<file path="src/rtl/dsae_pkg.sv">
package dsae_pkg;

	// storage and field sizes
	localparam int MEM_DEPTH  = 4096;
	localparam int DATA_WIDTH = 32;
	localparam int ADDR_W     = $clog2(MEM_DEPTH);
	localparam int REG_W      = 12;
	localparam int OP_W       = 8;
	localparam int SLOT_W     = 20;
	localparam int INSTR_W    = 2 * SLOT_W;

	// register reset values
	localparam logic [REG_W-1:0] REF_ADDR_RST    = 12'd3;
	localparam logic [REG_W-1:0] START_COUNT_RST = 12'd420;

	// opcodes
	localparam logic [OP_W-1:0] OP_LOAD = 8'b0000_0001;
	localparam logic [OP_W-1:0] OP_STOR = 8'b0010_0001;
	localparam logic [OP_W-1:0] OP_ADD  = 8'b0000_0101;
	localparam logic [OP_W-1:0] OP_LESS = 8'b0000_0111;
	localparam logic [OP_W-1:0] OP_GRET = 8'b0011_1110;

	typedef enum logic [1:0] {
		ACT_WRITE = 2'd0,
		ACT_EXEC  = 2'd1,
		ACT_READ  = 2'd2,
		ACT_NONE  = 2'd3
	} action_t;

	typedef enum logic {
		CFG_REF_ADDR    = 1'b0,
		CFG_START_COUNT = 1'b1
	} cfg_index_t;

	typedef enum logic [2:0] {
		OPK_NONE,
		OPK_LOAD,
		OPK_STOR,
		OPK_ADD,
		OPK_CMP
	} op_kind_t;

	typedef enum logic [2:0] {
		MEM_IDLE,
		MEM_WR_ITEM,
		MEM_RD_ITEM,
		MEM_RD_SLOT,
		MEM_WR_SLOT,
		MEM_RD_PTR,
		MEM_RD_REF
	} mem_op_t;

	typedef enum logic [2:0] {
		UPD_NONE,
		UPD_READ,
		UPD_LOAD,
		UPD_ADD,
		UPD_STOR,
		UPD_VAL,
		UPD_CMP
	} upd_t;

	// controller to datapath
	typedef struct packed {
		logic    load_item;
		logic    right;
		mem_op_t mem_op;
		upd_t    upd;
		logic    count_inc;
	} dsae_cmd_t;

	// opcode decode; compare ops only count in their own slot
	function automatic op_kind_t decode_op(logic [OP_W-1:0] op, logic right);
		op_kind_t k;
		k = OPK_NONE;
		unique case (op)
			OP_LOAD: k = OPK_LOAD;
			OP_STOR: k = OPK_STOR;
			OP_ADD:  k = OPK_ADD;
			OP_LESS: k = right ? OPK_NONE : OPK_CMP;
			OP_GRET: k = right ? OPK_CMP : OPK_NONE;
			default: k = OPK_NONE;
		endcase
		return k;
	endfunction

endpackage

</file>
<file path="src/rtl/dsae_ctrl.sv">
module dsae_ctrl (
	input  logic                clk,
	input  logic                arst_n,
	input  logic                start,
	input  logic [1:0]          action,
	input  dsae_pkg::op_kind_t  op,
	output logic                busy,
	output logic                done,
	output dsae_pkg::dsae_cmd_t cmd
);

	typedef enum logic [3:0] {
		S_IDLE,
		S_WRITE,
		S_READ,
		S_READ_CAP,
		S_SLOT,
		S_LOAD,
		S_ADD,
		S_PTR,
		S_VAL,
		S_CMP
	} state_t;

	state_t state_q, state_d;
	logic   right_q;
	logic   done_q, done_d;
	logic   slot_end;

	// command decode and next state
	always_comb begin
		cmd           = '0;
		cmd.right     = right_q;
		cmd.mem_op    = dsae_pkg::MEM_IDLE;
		cmd.upd       = dsae_pkg::UPD_NONE;
		slot_end      = 1'b0;
		state_d       = state_q;
		unique case (state_q)
			S_IDLE: begin
				if (start) begin
					cmd.load_item = 1'b1;
					unique case (dsae_pkg::action_t'(action))
						dsae_pkg::ACT_WRITE: state_d = S_WRITE;
						dsae_pkg::ACT_EXEC:  state_d = S_SLOT;
						dsae_pkg::ACT_READ:  state_d = S_READ;
						dsae_pkg::ACT_NONE:  state_d = S_IDLE;
						default:             state_d = S_IDLE;
					endcase
				end
			end
			S_WRITE: begin
				cmd.mem_op = dsae_pkg::MEM_WR_ITEM;
				state_d    = S_IDLE;
			end
			S_READ: begin
				cmd.mem_op = dsae_pkg::MEM_RD_ITEM;
				state_d    = S_READ_CAP;
			end
			S_READ_CAP: begin
				cmd.upd = dsae_pkg::UPD_READ;
				state_d = S_IDLE;
			end
			S_SLOT: begin
				unique case (op)
					dsae_pkg::OPK_LOAD: begin
						cmd.mem_op = dsae_pkg::MEM_RD_SLOT;
						state_d    = S_LOAD;
					end
					dsae_pkg::OPK_ADD: begin
						cmd.mem_op = dsae_pkg::MEM_RD_SLOT;
						state_d    = S_ADD;
					end
					dsae_pkg::OPK_CMP: begin
						cmd.mem_op = dsae_pkg::MEM_RD_SLOT;
						state_d    = S_PTR;
					end
					dsae_pkg::OPK_STOR: begin
						cmd.mem_op = dsae_pkg::MEM_WR_SLOT;
						cmd.upd    = dsae_pkg::UPD_STOR;
						slot_end   = 1'b1;
					end
					default: slot_end = 1'b1;
				endcase
			end
			S_LOAD: begin
				cmd.upd  = dsae_pkg::UPD_LOAD;
				slot_end = 1'b1;
			end
			S_ADD: begin
				cmd.upd  = dsae_pkg::UPD_ADD;
				slot_end = 1'b1;
			end
			S_PTR: begin
				cmd.mem_op = dsae_pkg::MEM_RD_PTR;
				state_d    = S_VAL;
			end
			S_VAL: begin
				cmd.upd    = dsae_pkg::UPD_VAL;
				cmd.mem_op = dsae_pkg::MEM_RD_REF;
				state_d    = S_CMP;
			end
			S_CMP: begin
				cmd.upd  = dsae_pkg::UPD_CMP;
				slot_end = 1'b1;
			end
			default: state_d = S_IDLE;
		endcase

		// left slot hands over to the right one, bumping the counter
		if (slot_end) begin
			if (!right_q) begin
				cmd.count_inc = 1'b1;
				state_d       = S_SLOT;
			end else begin
				state_d = S_IDLE;
			end
		end

		done_d = (state_d == S_IDLE) && ((state_q != S_IDLE) || cmd.load_item);
	end

	// state and registered outputs
	always_ff @(posedge clk or negedge arst_n) begin
		if (!arst_n) begin
			state_q <= S_IDLE;
			right_q <= 1'b0;
			done_q  <= 1'b0;
		end else begin
			state_q <= state_d;
			done_q  <= done_d;
			if (cmd.load_item) begin
				right_q <= 1'b0;
			end else if (slot_end && !right_q) begin
				right_q <= 1'b1;
			end
		end
	end

	assign busy = (state_q != S_IDLE);
	assign done = done_q;

endmodule

</file>
<file path="config.mk">
export PLATFORM = sky130hd
export DESIGN_NAME = dsae_ctrl
export DESIGN_NICKNAME = d
export VERILOG_FILES = /design/src/rtl/dsae_pkg.sv /design/src/rtl/dsae_ctrl.sv
export SDC_FILE = /design/constraint.sdc
export NUM_CORES = 1
export LEC_CHECK = 0
export ABC_AREA = 1
export BUFFER_PORTS_ARGS = -buffer_cell sky130_fd_sc_hd__buf_2
export CAP_MARGIN = 0
export CORE_MARGIN = 2
export CORE_UTILIZATION = 39
export DETAILED_ROUTE_END_ITERATION = 7
export MAX_ROUTING_LAYER = met4
export PLACE_DENSITY = 0.73
export SETUP_SLACK_MARGIN = 0.15
export SLEW_MARGIN = 20
export SYNTH_ARGS = -nofsm -noshare
export SYNTH_HDL_FRONTEND = slang
export SYNTH_SLANG_ARGS = --single-unit
</file>
<file path="constraint.sdc">
create_clock -name clk -period 1.3 [get_ports clk]
set_input_delay 0.26 -clock clk [delete_from_list [all_inputs] [get_ports clk]]
set_output_delay 0.26 -clock clk [all_outputs]
set_load 0.005 [all_outputs]
</file>
-- Word-level counts from Yosys, hierarchy flattened
Index checks and enable logic that the tools add are counted.
- register bits after elaboration: 6
- bits of input ports: 8
- output and inout port bits: 11
- equal/unequal tests: 16
- multiplexer cells: 18
- reductions and logical operators: 11
- operators by type and width (cell ; number):
    4-bit one-hot mux with 6 select lines ; 1
    3-bit one-hot mux with 6 select lines ; 1
    4-bit by 3-bit equality test with 1-bit output (second input constant) ; 4
    4-bit one-hot mux with 4 select lines ; 1
    3-bit one-hot mux with 5 select lines ; 1
    4-bit one-hot mux with 3 select lines ; 1
    4-bit by 2-bit equality test with 1-bit output (second input constant) ; 2
    4-bit equality test (second input constant) ; 2
    4-bit logical NOT ; 2
    4-bit two-way mux ; 2
    1-bit two-way mux ; 7
    3-bit by 2-bit equality test with 1-bit output (second input constant) ; 2
    3-bit two-way mux ; 2
    3-bit one-hot mux with 2 select lines ; 1
    3-bit OR reduction ; 2
    2-bit equality test (second input constant) ; 2
    4-bit by 1-bit equality test with 1-bit output (second input constant) ; 1
    4-bit nonzero test ; 1
    3-bit by 1-bit equality test with 1-bit output (second input constant) ; 1
    3-bit equality test (second input constant) ; 1
    2-bit by 1-bit equality test with 1-bit output (second input constant) ; 1
    1-bit logical AND ; 2
    2-bit logical NOT ; 1
    1-bit one-hot mux with 2 select lines ; 1
    3 further kinds ; 3

-- Depth between registers and ports, before layout
- word-level depth: 7
- gate-level depth with buffers: 10

-- Least setup slack after synthesis
OpenSTA, ideal clock, no wires.
- kind: register to register
- from: register state_q[3]
- to: register done_q, in the netlist done
- setup time: 0.114 ns
- arrival time: 1.132 ns
- required time: 1.186 ns
- setup slack: 0.053 ns
- cell stages (with the launch flop): 9
- period minus slack after synthesis: 1.247 ns
- cell sequence: dfrtp_1 > nor2_1 > nand3_2 > inv_2 > nand2_1 > nand3_1 > nand2_1 > nand2_1 > nor2_1
- RTL lines (what ; line ; text):
    start: declaration ; dsae_ctrl.sv:25 ; state_t state_q, state_d;
    start signal: assignment ; dsae_ctrl.sv:129 ; state_q <= state_d;
    end signal: assignment ; dsae_ctrl.sv:130 ; done_q <= done_d;
    end: declaration ; dsae_ctrl.sv:27 ; logic done_q, done_d;

==> results.ini <==
[critical_path]
r2r_cells = 10
crit_buf_inv = 4
arrival_ns = 1.49
critical_path_cell_count = 7
crit_top_cell = buf_6
cp-end-kind = output pin
crit_type = reg -> out
critical-path-top-delay-family = buffers and inverters
path_cells = buf_6 -> buf_6 -> nand2_4 -> inv_2 -> nand2_1 -> nand3_1 -> buf_2
timing.rr.start = state_q[1]
cp_slowest_cell = dfrtp_2
reg2reg_to = done
max_stage_delay_ns = 0.47
worst_ep_required_time_ns = 1.04
start_kind = flop
rrSetupSlack_ns = -0.25
cp_max_fo = 3

[finish]
fin_util_pct = 82.7
regArea_um2 = 155
final_nets = 148
multi_input_area_um2 = 454
fill_cells = 64
final_cell_area_um2 = 1060
area_delta_synth_final_pct = 98.4
drive_gt1_share_pct = 64.0
diodes = 0
instances_no_fill = 154

[placement]
dpl-instance-area_um2 = 719
gp_congestion = 0.876
portBuffers = 18
dp_cells = 130
dp_hpwl_mm = 1.20

[cts]
clock_latency_ns = 0.27
clk_pin_slew_worst_paths_ns = 0.06
clockRootBuffer = clkbuf_4
htreeDepth = 1
clk_path_buf_depth = 2
tritoncts = built
cts_made_buffers = 3
clock-sinks = 6

[timing]
rsz0062_at_grt = true
setup_viol = 14
period_needed_ns = 1.75
tightest_slew_ns = 0.241
fin_skew_ns = 0.00832
slew_viol_final = 0
hold_slack_ns = 0.372
period_share_pct = 135
max_freq_ghz = 0.571
worst_slack_ns = -0.452
relSlewSlack_pct = 83.8
hold_viol = 0

[floorplanning]
row_count = 13
die_y_um = 41.1
start_util_pct = 41.7
dieArea_um2 = 1690
io_pins = 19
core_area_um2 = 1280
fp.dieW_um = 41.1

[route]
ant_nets = 0
finalWirelength_mm = 2.35
viasPerCell = 5.23
vias = 805
drc = 0
routedWlPerCell_um = 15.3
drt_pass1_iterations = 5
drt_iter0_drc = 25

[yosys]
yosys_warnings = 0
postSynthCellCount = 91
synth.distinct_cells = 18
syn_avg_cell_area_um2 = 5.88
synthFlopType = dfrtp_1
async_reset_ff_share_pct = 100
synth.area.top_cells = dfrtp_1 28%, nand2_1 18%, inv_1 11%, nor2_1 11%, nand3_1 9.3%
synth_edf_count = 0
syn_nets = 99
synth_most_common_cell = nand2_1
synth_top_area_share_pct = 28.0
yosys.area.top_type = dfrtp_1
synth_seq_cells = 6
yosysSeqAreaShare_pct = 28.0
synthTopCellsByCount = 26 x nand2_1, 15 x inv_1, 15 x nor2_1
syn_area_um2 = 536

[grt]
grt_usage_pct = 28.2
grt_antenna_before_repair = 0
grt_pass1_wl_mm = 2.91
grt_max_degree = 7
grt_pass1_vias = 704
grt_overflow = 0

[pwr]
power.total_uw = 2560
p_leak_uw = 0.000632
power.density_nw_per_um2 = 2410
vdd.ir_drop.worst_mv = 1.24

[outcome]
status = finished with violations
violations = negative setup slack

[min_path]
hp-class = in -> async

[run]
maxCapViolCount = 0

cell families after synthesis:
| logic type | share of synthesized area [%] |
|---|---|
| buffers and inverters | 13.3 |
| and+or+nand+nor | 53.3 |
| DFF | 28.0 |
| AOI/OAI and AO/OA | 5.37 |
per-layer routing:
metal | GRT usage [%] | share of wire [%] | up-vias
met2 | 51.6 | 52 | 46
met5 | - | 0 | -
met3 | 5.43 | 6.3 | 12
met1 | 28.9 | 38 | 371
li1 | - | - | 376
met4 | 11.7 | 4.1 | 0
power by group:
group,leakage (µW),total (µW),internal (µW),switching [µW]
Combinational,0.000546,1950,954,1000
Clock,0.0000150,216,118,98.0
Sequential,0.0000711,391,274,118
Total,0.000632,2560,1350,1220
cell usage in the layout, fill, tap and decap left out, drive strengths merged:
cell | synthesis | routed
clkbuf | 0 | 4
buf | 1 | 44
inv | 17 | 17
a21oi | 1 | 1
nor2 | 18 | 18
nand4 | 1 | 1
o211ai | 1 | 1
dlygate4sd3 | 0 | 1
o21ai | 2 | 2
dfrtp | 6 | 6
nand3 | 11 | 11
nand2 | 30 | 30
or2 | 1 | 1
o22ai | 1 | 1
nor3 | 1 | 1
metrics by stage:
stage	worst slack, ns	setup TNS [ns]
after floorplan	0.118	0
after global placement	-0.0415	-0.0612
after detailed placement	-0.0435	-0.120
after CTS	-0.326	-2.21
after global routing	-0.600	-4.55
final	-0.452	-3.88
worst max-delay path by stage:
| stage | slack [ns] | startpoint | endpoint |
|---|---|---|---|
| after global placement | -0.04 | state_q[3] | cmd[0] |
| after global routing | -0.60 | state_q[3] | cmd[3] |
| after CTS | -0.33 | state_q[3] | cmd[0] |
| after floorplan | 0.12 | state_q[0] | done |
| after detailed placement | -0.04 | state_q[3] | cmd[0] |
| final | -0.45 | state_q[1] | cmd[1] |
worst register-to-register path: stages, from the launching register on:
cell	delay, ns
dfrtp_2	0.47
inv_4	0.13
nor2_2	0.06
nand2_2	0.09
buf_4	0.13
nand2_4	0.05
buf_4	0.13
nor2_4	0.14
nand2_2	0.11
nand3_2	0.08
nor2_1	0.04
layout make-up:
type / instances / share of cell area [%]
tap: 15 / 1.77
sequential: 6 / 14.6
multi-input combinational: 67 / 42.8
timing repair buffer: 45 / 32.2
inverter: 17 / 6.24
clock buffer: 4 / 2.47
state kept, by name (all words and copies together), names as in the netlist:
signal	cells
right_q	1
state_q	4
done	1
repair_timing:
item	4_1_cts	5_1_grt
endpoints found under the setup margin	14	14
resized for setup	29	16
pin swaps	11	9
hold endpoints to repair	6	0
hold buffers	1	0
buffers inserted	12	7
No activity file was read; power rests on OpenSTA's default activity.
